$ cat src/rtl/velocity_command_shaper_top_macros.svh
// ----------------------------------------------------------------------------
// Assertion macros for the velocity command shaper
// Concurrent checks clocked on clk; define ASSERT_OFF to compile them out.
// ----------------------------------------------------------------------------
`ifndef VELOCITY_COMMAND_SHAPER_TOP_MACROS_SVH
`define VELOCITY_COMMAND_SHAPER_TOP_MACROS_SVH
`ifndef ASSERT_OFF
// check outside reset
`define VCS_ASSERT(lbl, prop, msg) \
  lbl: assert property (@(posedge clk) disable iff (!rst_n) prop) \
    else $error(msg);
// check that also covers the reset cycles
`define VCS_ASSERT_RST(lbl, prop, msg) \
  lbl: assert property (@(posedge clk) prop) else $error(msg);
`else
`define VCS_ASSERT(lbl, prop, msg)
`define VCS_ASSERT_RST(lbl, prop, msg)
`endif
`endif

$ cat src/rtl/vcs_pkg.sv
// ----------------------------------------------------------------------------
// vcs_pkg
// Item types, drive mode codes, register indexes and fixed thresholds of the
// velocity command shaper. All values are Q3.12 (1.0 = 4096).
// ----------------------------------------------------------------------------
package vcs_pkg;

  typedef struct packed {
    logic signed [15:0] lin_req;
    logic signed [15:0] ang_req;
    logic signed [15:0] goal_x;
    logic signed [15:0] goal_y;
    logic               force_stop;
  } vcs_in_t;

  typedef struct packed {
    logic signed [15:0] linear_cmd;
    logic signed [15:0] angular_cmd;
    logic [2:0]         drive_mode;
  } vcs_out_t;

  typedef enum logic [2:0] {
    MODE_STOP     = 3'd0,
    MODE_STRAIGHT = 3'd1,
    MODE_SHARP    = 3'd2,
    MODE_MEDIUM   = 3'd3,
    MODE_SMALL    = 3'd4
  } drive_mode_t;

  localparam int CFG_IDX_W = 1;
  localparam int CFG_DAT_W = 15;

  localparam logic [CFG_IDX_W-1:0] CFG_MAX_LINEAR = 1'b0;
  localparam logic [CFG_IDX_W-1:0] CFG_MIN_LINEAR = 1'b1;

  localparam logic [CFG_DAT_W-1:0] MAX_LINEAR_RST = 15'd1229;  // 0.3
  localparam logic [CFG_DAT_W-1:0] MIN_LINEAR_RST = 15'd41;    // 0.01

  // Integer forms of the real thresholds
  localparam logic [16:0]        STRAIGHT_MAG_MAX = 17'd327;   // |x| < 0.08
  localparam logic signed [15:0] GX_STRAIGHT_MIN  = 16'sd820;  // x > 0.2
  localparam logic [16:0]        ANG_SHARP_MIN    = 17'd3277;  // |x| > 0.8
  localparam logic [16:0]        GY_SHARP_MIN     = 17'd1229;  // |y| > 0.3
  localparam logic [16:0]        ANG_MEDIUM_MIN   = 17'd1639;  // |x| > 0.4
  localparam logic [16:0]        GY_MEDIUM_MIN    = 17'd615;   // |y| > 0.15
  localparam logic [16:0]        DAMP_MAG_MAX     = 17'd819;   // |x| < 0.2
  localparam logic signed [15:0] TURN_MIN_CMD     = 16'sd328;  // 0.08
  localparam int                 ONE_SHIFT        = 12;

  // ceil(2^22 / 5): exact floor(n / 5) for n < 2^19
  localparam logic [19:0] RECIP5     = 20'd838861;
  localparam int          RECIP5_SHR = 22;

endpackage

$ cat src/rtl/velocity_command_shaper_top.sv
// ----------------------------------------------------------------------------
// velocity_command_shaper_top
// Classifies each velocity item into a drive mode, scales and limits the
// linear and angular commands, and damps small turns with an angular history.
// ----------------------------------------------------------------------------
// Takes one item per clock while the output is not stalled and returns one
// result per item; an item passes the s1, s2, s3 and output registers before
// it shows on out_valid. Four register levels carry it: input capture, mode
// decision with scaled numerators, constant division with saturation and
// clamp, and the history stage whose running sum (add new entry, drop oldest)
// sets the one-item-per-cycle figure. Stalls back up stage by stage, so a full
// pipeline still takes an item in any cycle the output moves. The angular
// history is a shift line of HISTORY_DEPTH entries and needs no clearing after
// reset. max_linear and min_linear are to be written through the cfg port only
// while the block holds no item; the block itself does not enforce this.
// ----------------------------------------------------------------------------
`include "velocity_command_shaper_top_macros.svh"

module velocity_command_shaper_top #(
  parameter int HISTORY_DEPTH = 8
) (
  input  logic                             clk,
  input  logic                             rst_n,
  input  logic                             in_valid,
  output logic                             in_stall,
  input  vcs_pkg::vcs_in_t                 in_data,
  output logic                             out_valid,
  input  logic                             out_stall,
  output vcs_pkg::vcs_out_t                out_data,
  input  logic                             cfg_wr_en,
  input  logic [vcs_pkg::CFG_IDX_W-1:0]    cfg_index,
  input  logic [vcs_pkg::CFG_DAT_W-1:0]    cfg_wdata
);

  localparam int FILL_W = $clog2(HISTORY_DEPTH + 1);
  localparam int SUM_W  = 16 + $clog2(HISTORY_DEPTH);
  localparam int CMP_W  = SUM_W + 4;
  localparam logic [FILL_W-1:0] FILL_FULL = FILL_W'(HISTORY_DEPTH);
  localparam logic [FILL_W-1:0] FILL_DAMP = FILL_W'(3);

  typedef enum logic [1:0] {
    DIV_2  = 2'b00,
    DIV_5  = 2'b01,
    DIV_10 = 2'b10
  } div_sel_t;

  function automatic logic [16:0] mag17(input logic signed [15:0] v);
    logic [16:0] ext;
    ext = {v[15], v};
    return v[15] ? 17'(-ext) : ext;
  endfunction

  function automatic logic [16:0] div5(input logic [18:0] n);
    logic [38:0] prod;
    prod = {20'd0, n} * {19'd0, vcs_pkg::RECIP5};
    return prod[vcs_pkg::RECIP5_SHR +: 17];
  endfunction

  function automatic logic [16:0] div_by(input logic [18:0] n, input div_sel_t d);
    logic [16:0] q;
    case (d)
      DIV_5:   q = div5(n);
      DIV_10:  q = div5({1'b0, n[18:1]});
      default: q = n[17:1];
    endcase
    return q;
  endfunction

  // ---------------- configuration ----------------
  logic [vcs_pkg::CFG_DAT_W-1:0] max_linear_r;
  logic [vcs_pkg::CFG_DAT_W-1:0] min_linear_r;

  always_ff @(posedge clk) begin
    if (!rst_n) begin
      max_linear_r <= vcs_pkg::MAX_LINEAR_RST;
      min_linear_r <= vcs_pkg::MIN_LINEAR_RST;
    end else if (cfg_wr_en) begin
      unique case (cfg_index)
        vcs_pkg::CFG_MAX_LINEAR: max_linear_r <= cfg_wdata;
        vcs_pkg::CFG_MIN_LINEAR: min_linear_r <= cfg_wdata;
        default: ;
      endcase
    end
  end

  // ---------------- pipeline control ----------------
  logic v1_r, v2_r, v3_r, out_valid_r;
  logic adv_out, mv1, mv2, mv3, in_accept;

  assign adv_out   = !out_valid_r || !out_stall;
  assign mv3       = v3_r && adv_out;
  assign mv2       = v2_r && (!v3_r || mv3);
  assign mv1       = v1_r && (!v2_r || mv2);
  assign in_stall  = v1_r && !mv1;
  assign in_accept = in_valid && !in_stall;

  always_ff @(posedge clk) begin
    if (!rst_n) begin
      v1_r        <= 1'b0;
      v2_r        <= 1'b0;
      v3_r        <= 1'b0;
      out_valid_r <= 1'b0;
    end else begin
      v1_r        <= in_accept || (v1_r && !mv1);
      v2_r        <= mv1 || (v2_r && !mv2);
      v3_r        <= mv2 || (v3_r && !mv3);
      out_valid_r <= mv3 || (out_valid_r && out_stall);
    end
  end

  // ---------------- stage 1: capture ----------------
  vcs_pkg::vcs_in_t s1_r;

  always_ff @(posedge clk) begin
    if (in_accept) begin
      s1_r <= in_data;
    end
  end

  // classify and build the rounding numerators |v| * p + q / 2
  logic [16:0] ang_mag1, gy_mag1, lin_mag1;
  logic [18:0] ang_ext1, lin_ext1;
  logic        behind1, large1, med_off1, straight1, sharp1, medium1;
  logic [18:0] ang_num1, lin_num1;
  div_sel_t    ang_div1, lin_div1;
  vcs_pkg::drive_mode_t mode1;

  assign ang_mag1 = mag17(s1_r.ang_req);
  assign gy_mag1  = mag17(s1_r.goal_y);
  assign lin_mag1 = mag17(s1_r.lin_req);
  assign ang_ext1 = {2'b00, ang_mag1};
  assign lin_ext1 = {2'b00, lin_mag1};

  assign behind1   = s1_r.goal_x[15];
  assign large1    = gy_mag1 >= vcs_pkg::GY_SHARP_MIN;
  assign med_off1  = gy_mag1 >= vcs_pkg::GY_MEDIUM_MIN;
  assign straight1 = (ang_mag1 <= vcs_pkg::STRAIGHT_MAG_MAX) &&
                     (gy_mag1 <= vcs_pkg::STRAIGHT_MAG_MAX) &&
                     (s1_r.goal_x >= vcs_pkg::GX_STRAIGHT_MIN);
  assign sharp1    = (ang_mag1 >= vcs_pkg::ANG_SHARP_MIN) || large1 || behind1;
  assign medium1   = (ang_mag1 >= vcs_pkg::ANG_MEDIUM_MIN) || med_off1;

  always_comb begin
    mode1    = vcs_pkg::MODE_SMALL;
    ang_num1 = '0;
    ang_div1 = DIV_2;
    lin_num1 = '0;
    lin_div1 = DIV_2;
    if (s1_r.force_stop) begin
      mode1 = vcs_pkg::MODE_STOP;
    end else if (straight1) begin
      // angular goes to zero, linear passes: (2|v| + 1) / 2
      mode1    = vcs_pkg::MODE_STRAIGHT;
      lin_num1 = {lin_ext1[17:0], 1'b1};
    end else if (sharp1) begin
      mode1 = vcs_pkg::MODE_SHARP;
      if (behind1) begin
        ang_num1 = ang_ext1 * 19'd9 + 19'd2;
        ang_div1 = DIV_5;
        lin_num1 = lin_ext1 * 19'd3 + 19'd5;
        lin_div1 = DIV_10;
      end else if (large1) begin
        ang_num1 = ang_ext1 * 19'd3 + 19'd1;
        ang_div1 = DIV_2;
        lin_num1 = lin_ext1 * 19'd2 + 19'd2;
        lin_div1 = DIV_5;
      end else begin
        ang_num1 = ang_ext1 * 19'd13 + 19'd5;
        ang_div1 = DIV_10;
        lin_num1 = lin_ext1 + 19'd1;
        lin_div1 = DIV_2;
      end
    end else if (medium1) begin
      mode1    = vcs_pkg::MODE_MEDIUM;
      ang_num1 = ang_ext1 * 19'd6 + 19'd2;
      ang_div1 = DIV_5;
      lin_num1 = lin_ext1 * 19'd7 + 19'd5;
      lin_div1 = DIV_10;
    end else begin
      ang_num1 = ang_ext1 * 19'd11 + 19'd5;
      ang_div1 = DIV_10;
      lin_num1 = {lin_ext1[17:0], 1'b1};
    end
  end

  // ---------------- stage 2: divide, saturate, clamp ----------------
  logic [18:0]          s2_ang_num_r, s2_lin_num_r;
  div_sel_t             s2_ang_div_r, s2_lin_div_r;
  logic                 s2_ang_neg_r, s2_lin_neg_r;
  vcs_pkg::drive_mode_t s2_mode_r;

  always_ff @(posedge clk) begin
    if (mv1) begin
      s2_ang_num_r <= ang_num1;
      s2_ang_div_r <= ang_div1;
      s2_ang_neg_r <= s1_r.ang_req[15];
      s2_lin_num_r <= lin_num1;
      s2_lin_div_r <= lin_div1;
      s2_lin_neg_r <= s1_r.lin_req[15];
      s2_mode_r    <= mode1;
    end
  end

  logic [16:0]        ang_q2, lin_q2;
  logic signed [17:0] ang_s2, lin_s2, lim2;
  logic signed [15:0] ang_sat2, lin_clamp2;

  assign ang_q2 = div_by(s2_ang_num_r, s2_ang_div_r);
  assign lin_q2 = div_by(s2_lin_num_r, s2_lin_div_r);
  assign ang_s2 = s2_ang_neg_r ? -$signed({1'b0, ang_q2}) : $signed({1'b0, ang_q2});
  assign lin_s2 = s2_lin_neg_r ? -$signed({1'b0, lin_q2}) : $signed({1'b0, lin_q2});
  assign lim2   = $signed({3'b000, max_linear_r});

  always_comb begin
    if (ang_s2 > 18'sd32767) begin
      ang_sat2 = 16'sh7FFF;
    end else if (ang_s2 < -18'sd32768) begin
      ang_sat2 = 16'sh8000;
    end else begin
      ang_sat2 = ang_s2[15:0];
    end
    if (lin_s2 > lim2) begin
      lin_clamp2 = lim2[15:0];
    end else if (lin_s2 < -lim2) begin
      lin_clamp2 = 16'(-lim2);
    end else begin
      lin_clamp2 = lin_s2[15:0];
    end
  end

  // ---------------- stage 3: history, damping, minimums ----------------
  logic signed [15:0]   s3_ang_r, s3_lin_r;
  vcs_pkg::drive_mode_t s3_mode_r;

  always_ff @(posedge clk) begin
    if (mv2) begin
      s3_ang_r  <= ang_sat2;
      s3_lin_r  <= lin_clamp2;
      s3_mode_r <= s2_mode_r;
    end
  end

  logic signed [15:0]      hist_r [HISTORY_DEPTH];
  logic [FILL_W-1:0]       fill_r, fill_upd;
  logic signed [SUM_W-1:0] sum_r, sum_upd, sum_drop;
  logic [SUM_W-1:0]        sum_mag;
  logic [CMP_W-1:0]        sum_x10, fill_x1;
  logic                    ring_full, ring_wr;

  assign ring_full = fill_r == FILL_FULL;
  assign ring_wr   = mv3 && (s3_mode_r != vcs_pkg::MODE_STOP);
  // drop the oldest entry once the history is full
  assign sum_drop  = ring_full ? SUM_W'(hist_r[HISTORY_DEPTH-1]) : '0;
  assign sum_upd   = sum_r + SUM_W'(s3_ang_r) - sum_drop;
  assign fill_upd  = ring_full ? fill_r : fill_r + FILL_W'(1);
  assign sum_mag   = sum_upd[SUM_W-1] ? SUM_W'(-sum_upd) : SUM_W'(sum_upd);
  assign sum_x10   = (CMP_W'(sum_mag) << 3) + (CMP_W'(sum_mag) << 1);
  assign fill_x1   = CMP_W'(fill_upd) << vcs_pkg::ONE_SHIFT;

  always_ff @(posedge clk) begin
    if (ring_wr) begin
      hist_r[0] <= s3_ang_r;
      for (int i = 1; i < HISTORY_DEPTH; i++) begin
        hist_r[i] <= hist_r[i-1];
      end
    end
  end

  always_ff @(posedge clk) begin
    if (!rst_n) begin
      fill_r <= '0;
      sum_r  <= '0;
    end else if (ring_wr) begin
      fill_r <= fill_upd;
      sum_r  <= sum_upd;
    end
  end

  logic [16:0]        ang_mag3, lin_mag3, damp_q3;
  logic [18:0]        damp_num3;
  logic               damp3, turn_min3, lin_min3;
  logic signed [15:0] ang_fin3, lin_fin3, min_cmd3;

  assign ang_mag3  = mag17(s3_ang_r);
  assign lin_mag3  = mag17(s3_lin_r);
  assign damp_num3 = {1'b0, ang_mag3, 1'b0} + {2'b00, ang_mag3} + 19'd5;
  assign damp_q3   = div5({1'b0, damp_num3[18:1]});
  assign min_cmd3  = $signed({1'b0, min_linear_r});

  assign damp3 = ((s3_mode_r == vcs_pkg::MODE_STRAIGHT) ||
                  (s3_mode_r == vcs_pkg::MODE_SMALL)) &&
                 (fill_upd >= FILL_DAMP) && (sum_x10 < fill_x1) &&
                 (ang_mag3 <= vcs_pkg::DAMP_MAG_MAX);
  assign turn_min3 = ((s3_mode_r == vcs_pkg::MODE_SHARP) ||
                      (s3_mode_r == vcs_pkg::MODE_MEDIUM)) &&
                     (s3_ang_r != 16'sd0) && (ang_mag3 <= vcs_pkg::STRAIGHT_MAG_MAX);
  assign lin_min3  = (s3_lin_r != 16'sd0) && (lin_mag3 < {2'b00, min_linear_r});

  always_comb begin
    ang_fin3 = s3_ang_r;
    lin_fin3 = s3_lin_r;
    if (s3_mode_r == vcs_pkg::MODE_STOP) begin
      ang_fin3 = '0;
      lin_fin3 = '0;
    end else begin
      if (damp3) begin
        ang_fin3 = s3_ang_r[15] ? -$signed({1'b0, damp_q3[14:0]})
                                :  $signed({1'b0, damp_q3[14:0]});
      end else if (turn_min3) begin
        ang_fin3 = s3_ang_r[15] ? -vcs_pkg::TURN_MIN_CMD : vcs_pkg::TURN_MIN_CMD;
      end
      if (lin_min3) begin
        lin_fin3 = s3_lin_r[15] ? -min_cmd3 : min_cmd3;
      end
    end
  end

  // ---------------- output register ----------------
  vcs_pkg::vcs_out_t out_r;

  always_ff @(posedge clk) begin
    if (mv3) begin
      out_r.linear_cmd  <= lin_fin3;
      out_r.angular_cmd <= ang_fin3;
      out_r.drive_mode  <= 3'(s3_mode_r);
    end
  end

  assign out_valid = out_valid_r;
  assign out_data  = out_r;

  // ---------------- assertions ----------------
  logic out_stop, out_straight, out_cmd_zero;

  assign out_stop     = out_valid_r && (out_r.drive_mode == 3'(vcs_pkg::MODE_STOP));
  assign out_straight = out_valid_r && (out_r.drive_mode == 3'(vcs_pkg::MODE_STRAIGHT));
  assign out_cmd_zero = (out_r.linear_cmd == 16'sd0) && (out_r.angular_cmd == 16'sd0);

  `VCS_ASSERT(a_fill_bound, fill_r <= FILL_FULL, "history fill above depth")
  `VCS_ASSERT(a_fill_hold, !ring_wr |=> $stable(fill_r) && $stable(sum_r), "history moved idle")
  `VCS_ASSERT(a_stop_zero, out_stop |-> out_cmd_zero, "stop item not zero")
  `VCS_ASSERT(a_straight_ang, out_straight |-> out_r.angular_cmd == 16'sd0, "straight item turns")
  `VCS_ASSERT_RST(a_reset_empty, !rst_n |=> !out_valid_r && !v1_r && fill_r == '0, "not reset")

endmodule
$ cat config.mk
export PLATFORM = sky130hd
export DESIGN_NAME = velocity_command_shaper_top
export DESIGN_NICKNAME = d
export VERILOG_FILES = /design/src/rtl/vcs_pkg.sv /design/src/rtl/velocity_command_shaper_top.sv
export VERILOG_INCLUDE_DIRS = /design/src /design/src/rtl
export SDC_FILE = /design/constraint.sdc
export NUM_CORES = 2
export LEC_CHECK = 0
export BUFFER_PORTS_ARGS = -buffer_cell sky130_fd_sc_hd__buf_2
export CELL_PAD_IN_SITES_DETAIL_PLACEMENT = 1
export CELL_PAD_IN_SITES_GLOBAL_PLACEMENT = 1
export CORE_ASPECT_RATIO = 0.8
export CORE_MARGIN = 2
export CORE_UTILIZATION = 40
export DETAILED_ROUTE_END_ITERATION = 6
export PLACE_DENSITY_LB_ADDON = 0.1
export SLEW_MARGIN = 20
export SYNTH_ARGS = -nofsm -noshare
export SYNTH_HDL_FRONTEND = slang
export SYNTH_SLANG_ARGS = --single-unit
$ cat constraint.sdc
create_clock -name clk -period 13.05 [get_ports clk]
set_input_delay 0.6525 -clock clk [delete_from_list [all_inputs] [get_ports clk]]
set_output_delay 0.6525 -clock clk [all_outputs]
set_load 0.01 [all_outputs]
Yosys cells after proc, flatten, opt, wreduce, memory -nomap -nowiden
Memories as Yosys holds them, arrays and structs flattened.
Index checks and enable logic that the tools add are counted.
{ "word_totals": {"reg_bits": 239, "ramBits": 128, "input_bits": 86, "out_inout_bits": 37, "word_cells": 183, "mem_count": 1} }
{ "mem_list": {"columns": ["name", "depth", "width", "rd", "rd_ports_with_merged_regs", "write_ports", "line_no", "text"], "rows": [
  ["hist_r", 8, 16, 8, 0, 8, "velocity_command_shaper_top.sv:243", "logic signed [15:0] hist_r [HISTORY_DEPTH];"]
]} }
{ "classes": {"addsub": 26, "mul": 12, "n_lt_le_gt_ge": 16, "eq_ne": 9, "muxes": 43, "bitwise_logic": 1, "reduce_logical": 45} }
{ "ops": {"columns": ["operator", "count"], "rows": [
  ["19-bit 2-to-1 mux", 10],
  ["16-bit 2-to-1 mux", 8],
  ["19-bit by 3-bit adder with 19-bit output (second input constant)", 5],
  ["17-bit 2-to-1 mux", 5],
  ["17-bit negation", 5],
  ["19-bit by 20-bit multiplier with 39-bit output (second input constant)", 2],
  ["18-bit by 20-bit multiplier with 38-bit output (second input constant)", 2],
  ["17-bit case mux with 2 select lines", 2],
  ["17-bit by 4-bit multiplier with 19-bit output (second input constant)", 3],
  ["18-bit 2-to-1 mux", 3],
  ["17-bit by 9-bit <= comparator with 1-bit output (second input constant)", 3],
  ["19-bit by 2-bit adder with 19-bit output (second input constant)", 2],
  ["17-bit by 2-bit multiplier with 19-bit output (second input constant)", 2],
  ["18-bit by 20-bit multiplier with 37-bit output (second input constant)", 1],
  ["17-bit negation with 18-bit output", 2],
  ["17-bit by 11-bit greater-or-equal comparator with 1-bit output (second input constant)", 2],
  ["15-bit negation with 16-bit output", 2],
  ["16-bit nonzero test", 2],
  ["22-bit by 20-bit adder with 23-bit output", 1],
  ["23-bit by 16-bit < comparator with 1-bit output", 1],
  ["18-bit by 17-bit adder with 19-bit output", 1],
  ["18-bit by 2-bit adder with 19-bit output (second input constant)", 1],
  ["19-bit by 1-bit adder with 19-bit output (second input constant)", 1],
  ["19-bit by 16-bit adder with 19-bit output", 1],
  ["other kinds (37)", 85]
]} }

Depth between registers and ports, before layout
{ "depth": {"depth_word": 12, "depth_mapped": 46, "depth_no_buf": 45} }

Worst setup path after synthesis
OpenSTA, ideal clock, no wires.
{ "synth_timing": {"path_type": "register to register", "start": "reg s3_ang_r[5]", "end": "reg out_r (netlist bit out_data[17]), data pin", "setup_time_ns": 0.260, "arrival_time_ns": 10.227, "required_time_ns": 12.790, "path_slack_ns": 2.563, "path_stages_with_launch": 40, "n_path_buf": 0, "period_less_slack_ns": 10.487, "path_cell_list": "edfxtp_1 or4_1 or4_1 o21ai_0 xnor2_1 inv_1 ha_1 ha_1 and2_1 a22o_1 a311oi_1 nor3_1 a21o_1 a21oi_1 xnor2_1 ha_1 inv_1 fa_1 (+4 left out) inv_1 fa_1 inv_1 ha_1 and4_1 and3_1 and3_1 a2111oi_0 nor3_1 or2_2 inv_1 ha_1 nand2b_1 or4_1 nand4bb_1 o41ai_1 xnor2_1 a21oi_1"} }
{ "synth_between": {"elab_chain_len": 9, "elab_cells_between_ends": 22, "cone_classes": "add/sub: 8; mul: 1; order compare: 3; mux: 5; reduce/logical: 5"} }
{ "synth_lines": {"columns": ["element", "line_no", "text"], "rows": [
  ["from (decl)", "velocity_command_shaper_top.sv:232", "logic signed [15:0] s3_ang_r, s3_lin_r;"],
  ["from (signal assigned)", "velocity_command_shaper_top.sv:237", "s3_ang_r <= ang_sat2;"],
  ["parallel branches: the longest is 8 deep, another holds 18-bit by 20-bit multiplier with 37-bit output", null, null],
  ["16-bit 2-to-1 mux (*)", "velocity_command_shaper_top.sv:306", "if (damp3) begin"],
  ["to (decl)", "velocity_command_shaper_top.sv:319", "vcs_pkg::vcs_out_t out_r;"]
]} }
Mark *: on every way between the ends.
A chain may end at the register's enable or synchronous reset.

Worst setup path in the final report
{ "layout_timing": {"start": "reg s3_ang_r[0]", "end": "reg out_r (netlist bit out_data[17]), data pin"} }
The elaborated chain is that of the path after synthesis.

==> flow_metrics.env <==
export IMPL_post_place_cells=7508
export IMPL_cts_root_to_sink_buffers=3
export IMPL_placementRows=118
export IMPL_flop_to_flop_setup_slack_ns=0.95
export IMPL_async_reset_ff_share_pct=0
export IMPL_cts_made_buffers=42
export IMPL_seq_total_area_yosys_pct=19.7
export IMPL_grt_first_pass_wirelength_um=257000
export IMPL_globalplace_congestion=0.907
export IMPL_reg2reg_from="s3_ang_r[0]$_SDFFCE_PN1P_"
export IMPL_tightestPinTransition_ns=1.00
export IMPL_fin_skew_ns=0.0347
export IMPL_design_die_area_mm2=0.134
export IMPL_drt_total_wl_um=164000
export IMPL_core_area_mm2=0.130
export IMPL_worstHoldPathType="primary input to flip-flop"
export IMPL_finish_net_count=7172
export IMPL_worst_path_largest_cell_delay_ns=0.69
export IMPL_ff2ff_path_depth=41
export IMPL_ratio_of_routed_vias_to_standard_cells=5.45
export IMPL_storage_cell_area_mm2=0.0104
export IMPL_die_h_um=328
export IMPL_critPathRequiredTime_ns=13.40
export IMPL_yosys_register_bits=364
export IMPL_cts_resized=0
export IMPL_cts_tree="done"
export IMPL_final_period_minus_worst_setup_slack_ns=12.10
export IMPL_gate_count_post_synth=5744
export IMPL_grt_start_max_net_pins=76
export IMPL_area_growth_synth_to_final_pct=7.96
export IMPL_worst_endpoint_arrival_ns=12.45
export IMPL_largest_fanout_on_the_critical_path=9
export IMPL_critPathSlowestCell="sky130_fd_sc_hd__xnor2_1"
export IMPL_htree_levels=2
export IMPL_detail_route_iter0_violations=2457
export IMPL_setup_worst_path_start_class="flip-flop"
export IMPL_postCtsSetupRepairBufs=0
export IMPL_terminus_of_the_critical_flop_to_flop_path="out_data[17]$_SDFFCE_PN0P_"
export IMPL_timing_slew_headroom_pct=32.8
export IMPL_cp_startpoint="s3_ang_r[0]$_SDFFCE_PN1P_"
export IMPL_cpLargestDelayFamily="adder cells"
export IMPL_final_setup_violating_endpoints=0
export IMPL_final_max_slew_viol_count=0
export IMPL_mostFrequentLayoutCell="sky130_fd_sc_hd__inv_1"
export IMPL_yosysWarnings=0
export IMPL_hold_viol_final=0
export IMPL_floorplan_initialDensity_pct=40.5
export IMPL_clk_transition_reported_paths_ns=0.07
export IMPL_maxCapViolCount=0
export IMPL_final_antenna_net_count=0
export IMPL_clock_latency_ns=0.64
export IMPL_post_dp_hpwl_um=136000
export IMPL_post_route_cells_drive_above_1_share_pct=5.72
export IMPL_unrepaired_setup_endpoints_after_global_routing="no"
export IMPL_clkSinkCount=364
export IMPL_synth_cell_area_mm2=0.0526
export IMPL_timing_worst_setup_path_type="flip-flop to flip-flop"
export IMPL_routed_wire_length_per_instance_um=21.6
export IMPL_finalSetupTns_ns=0
export IMPL_synth_cell_types=107
export IMPL_first_global_vias=43200
export IMPL_clock_fmax_mhz=82.6
export IMPL_die_w_um=409
export IMPL_layout_worst_path_cycle_share_pct=92.8
export IMPL_groute_usage_overall_pct=24.4
export IMPL_worstSetupPathDepth=41
export IMPL_clock_root_buffer="sky130_fd_sc_hd__clkbuf_16"
export IMPL_synth_edf_count=307
export IMPL_ios=123
export IMPL_ys_dominant_reg_cell="sky130_fd_sc_hd__edfxtp_1"
export IMPL_synth_avg_cell_area_um2=9.15
export IMPL_globalRoute_totalOverflow=0
export IMPL_antenna_violations_before_repair=3
export IMPL_setup_worst_path_end_class="flip-flop"
export IMPL_hold_depth=1
export IMPL_ctsHoldBuffers=0
export IMPL_multiInputGateArea_mm2=0.0378
export IMPL_layout_common_cells="sky130_fd_sc_hd__inv_1, sky130_fd_sc_hd__ha_1, sky130_fd_sc_hd__fa_1"
export IMPL_dr_total_vias=41400
export IMPL_drt_first_pass_iters=6
export IMPL_fill_cells=15000
export IMPL_cp_endpoint="out_data[17]$_SDFFCE_PN0P_"
export IMPL_port_buffers=120
export IMPL_worst_path_buf_inv=7
export IMPL_outcome="complete, no violations"
export IMPL_instances_no_fill=7586
export IMPL_crit_path_frequent_cell="sky130_fd_sc_hd__inv_1"
export IMPL_drcViolationCount=0
## worst min-delay path by stage
stage                                 start                      end  slack (ns)
floorplan            hist_r[0][0]$_DFFE_PP_  hist_r[0][16]$_DFFE_PP_        0.40
global placement    hist_r[1][44]$_DFFE_PP_  hist_r[1][60]$_DFFE_PP_        0.40
detailed placement  hist_r[0][63]$_DFFE_PP_  hist_r[1][15]$_DFFE_PP_        0.41
CTS                             in_data[61]       s1_r[61]$_DFFE_PP_        0.14
global route                    in_data[19]       s1_r[19]$_DFFE_PP_        0.16
finish                          in_data[61]       s1_r[61]$_DFFE_PP_        0.19
## cell families (layout without fill, tap and decap cells)
kind of cell	count (synthesis)	in the layout	synth area share (%)
flip-flops	364	364	19.7
buffers and inverters	1187	1273	8.53
adder cells (fa/ha/maj)	1274	1274	36.7
XOR/XNOR	376	376	6.29
other	2	18	0.0143
multiplexers	50	50	0.990
AND/OR/NAND/NOR	1261	1261	12.0
AO/OA/AOI/OAI	1230	1230	15.8
## metrics by stage
step                util (%)  setup WS (ns)  area [um^2]  hold slack [ns]
finish                  43.7          0.946        56700            0.195
global route            43.7         0.0175        56700            0.162
CTS                     43.7          0.909        56700            0.145
detailed placement      42.5          0.982        55200            0.406
global placement        42.5           1.26        55200            0.400
floorplan                  -           2.56        52600            0.400
## flip-flops by register name, indices dropped and copies added (netlist names), 4 cells and up
| name | cells |
|---|---|
| s3_ang_r | 16 |
| s1_r | 62 |
| fill_r | 4 |
| min_linear_r | 15 |
| max_linear_r | 15 |
| s3_lin_r | 16 |
| hist_r | 128 |
| s2_lin_num_r | 19 |
| s2_ang_num_r | 19 |
| sum_r | 19 |
| out_data | 35 |
## area by class of cell
type,instances,area share [%]
multi-input cells,4207,66.7
flip-flops and latches,364,18.3
inverters,1029,6.82
well taps,1740,3.84
clock buffers,53,2.16
repair buffers,168,1.69
clock inverters,23,0.556
diodes,2,0.00882
## routing by layer
metal / vias to the layer above / global-route usage (%) / part of all wire [%]
li1: 20000 / - / -
met1: 20600 / 38.0 / 52
met2: 671 / 37.0 / 43
met3: 105 / 2.69 / 4.1
met4: 0 / 3.08 / 1.0
met5: - / 0 / 0
## worst register-to-register path, delay by kind of cell, from the launching register on
kind | cells | cell delay, ns
AO/OA/AOI/OAI | 9 | 2.05
XOR/XNOR | 3 | 1.36
adder cells (fa/ha/maj) | 11 | 4.39
buffers and inverters | 7 | 0.69
flip-flops | 1 | 0.59
AND/OR/NAND/NOR | 11 | 2.73
## Yosys cell counts, drive strengths merged, types with 13 or more instances
library cell | instances | area (um^2)
clkbuf | 135 | 507
or4 | 17 | 128
xnor2 | 251 | 2200
mux2i | 37 | 370
o211ai | 52 | 390
and4 | 18 | 158
a2111oi | 23 | 226
and2 | 49 | 307
a211o | 14 | 123
nand3 | 89 | 445
and3 | 45 | 283
edfxtp | 307 | 9220
o22ai | 23 | 144
mux2 | 13 | 150
o21a | 44 | 330
o31a | 13 | 114
o2111ai | 14 | 123
a21o | 101 | 758
or2 | 27 | 169
ha | 825 | 10300
nor3 | 132 | 681
o41ai | 24 | 210
nor4 | 25 | 190
fa | 449 | 8990
o21bai | 37 | 278
xor2 | 124 | 1090
a221oi | 29 | 290
nand4 | 54 | 338
a221o | 17 | 170
buf | 23 | 116
o21ai | 219 | 1100
a31oi | 60 | 375
nor2b | 43 | 272
inv | 1029 | 3860
a211oi | 67 | 503
nand2 | 356 | 1340
or3 | 51 | 324
dfxtp | 57 | 1140
nand2b | 45 | 282
a21oi | 314 | 1570
o31ai | 46 | 355
nor2 | 268 | 1010
Power is not shown: default switching activity piles up to over one toggle a cycle in this logic, so the estimate is an artifact.
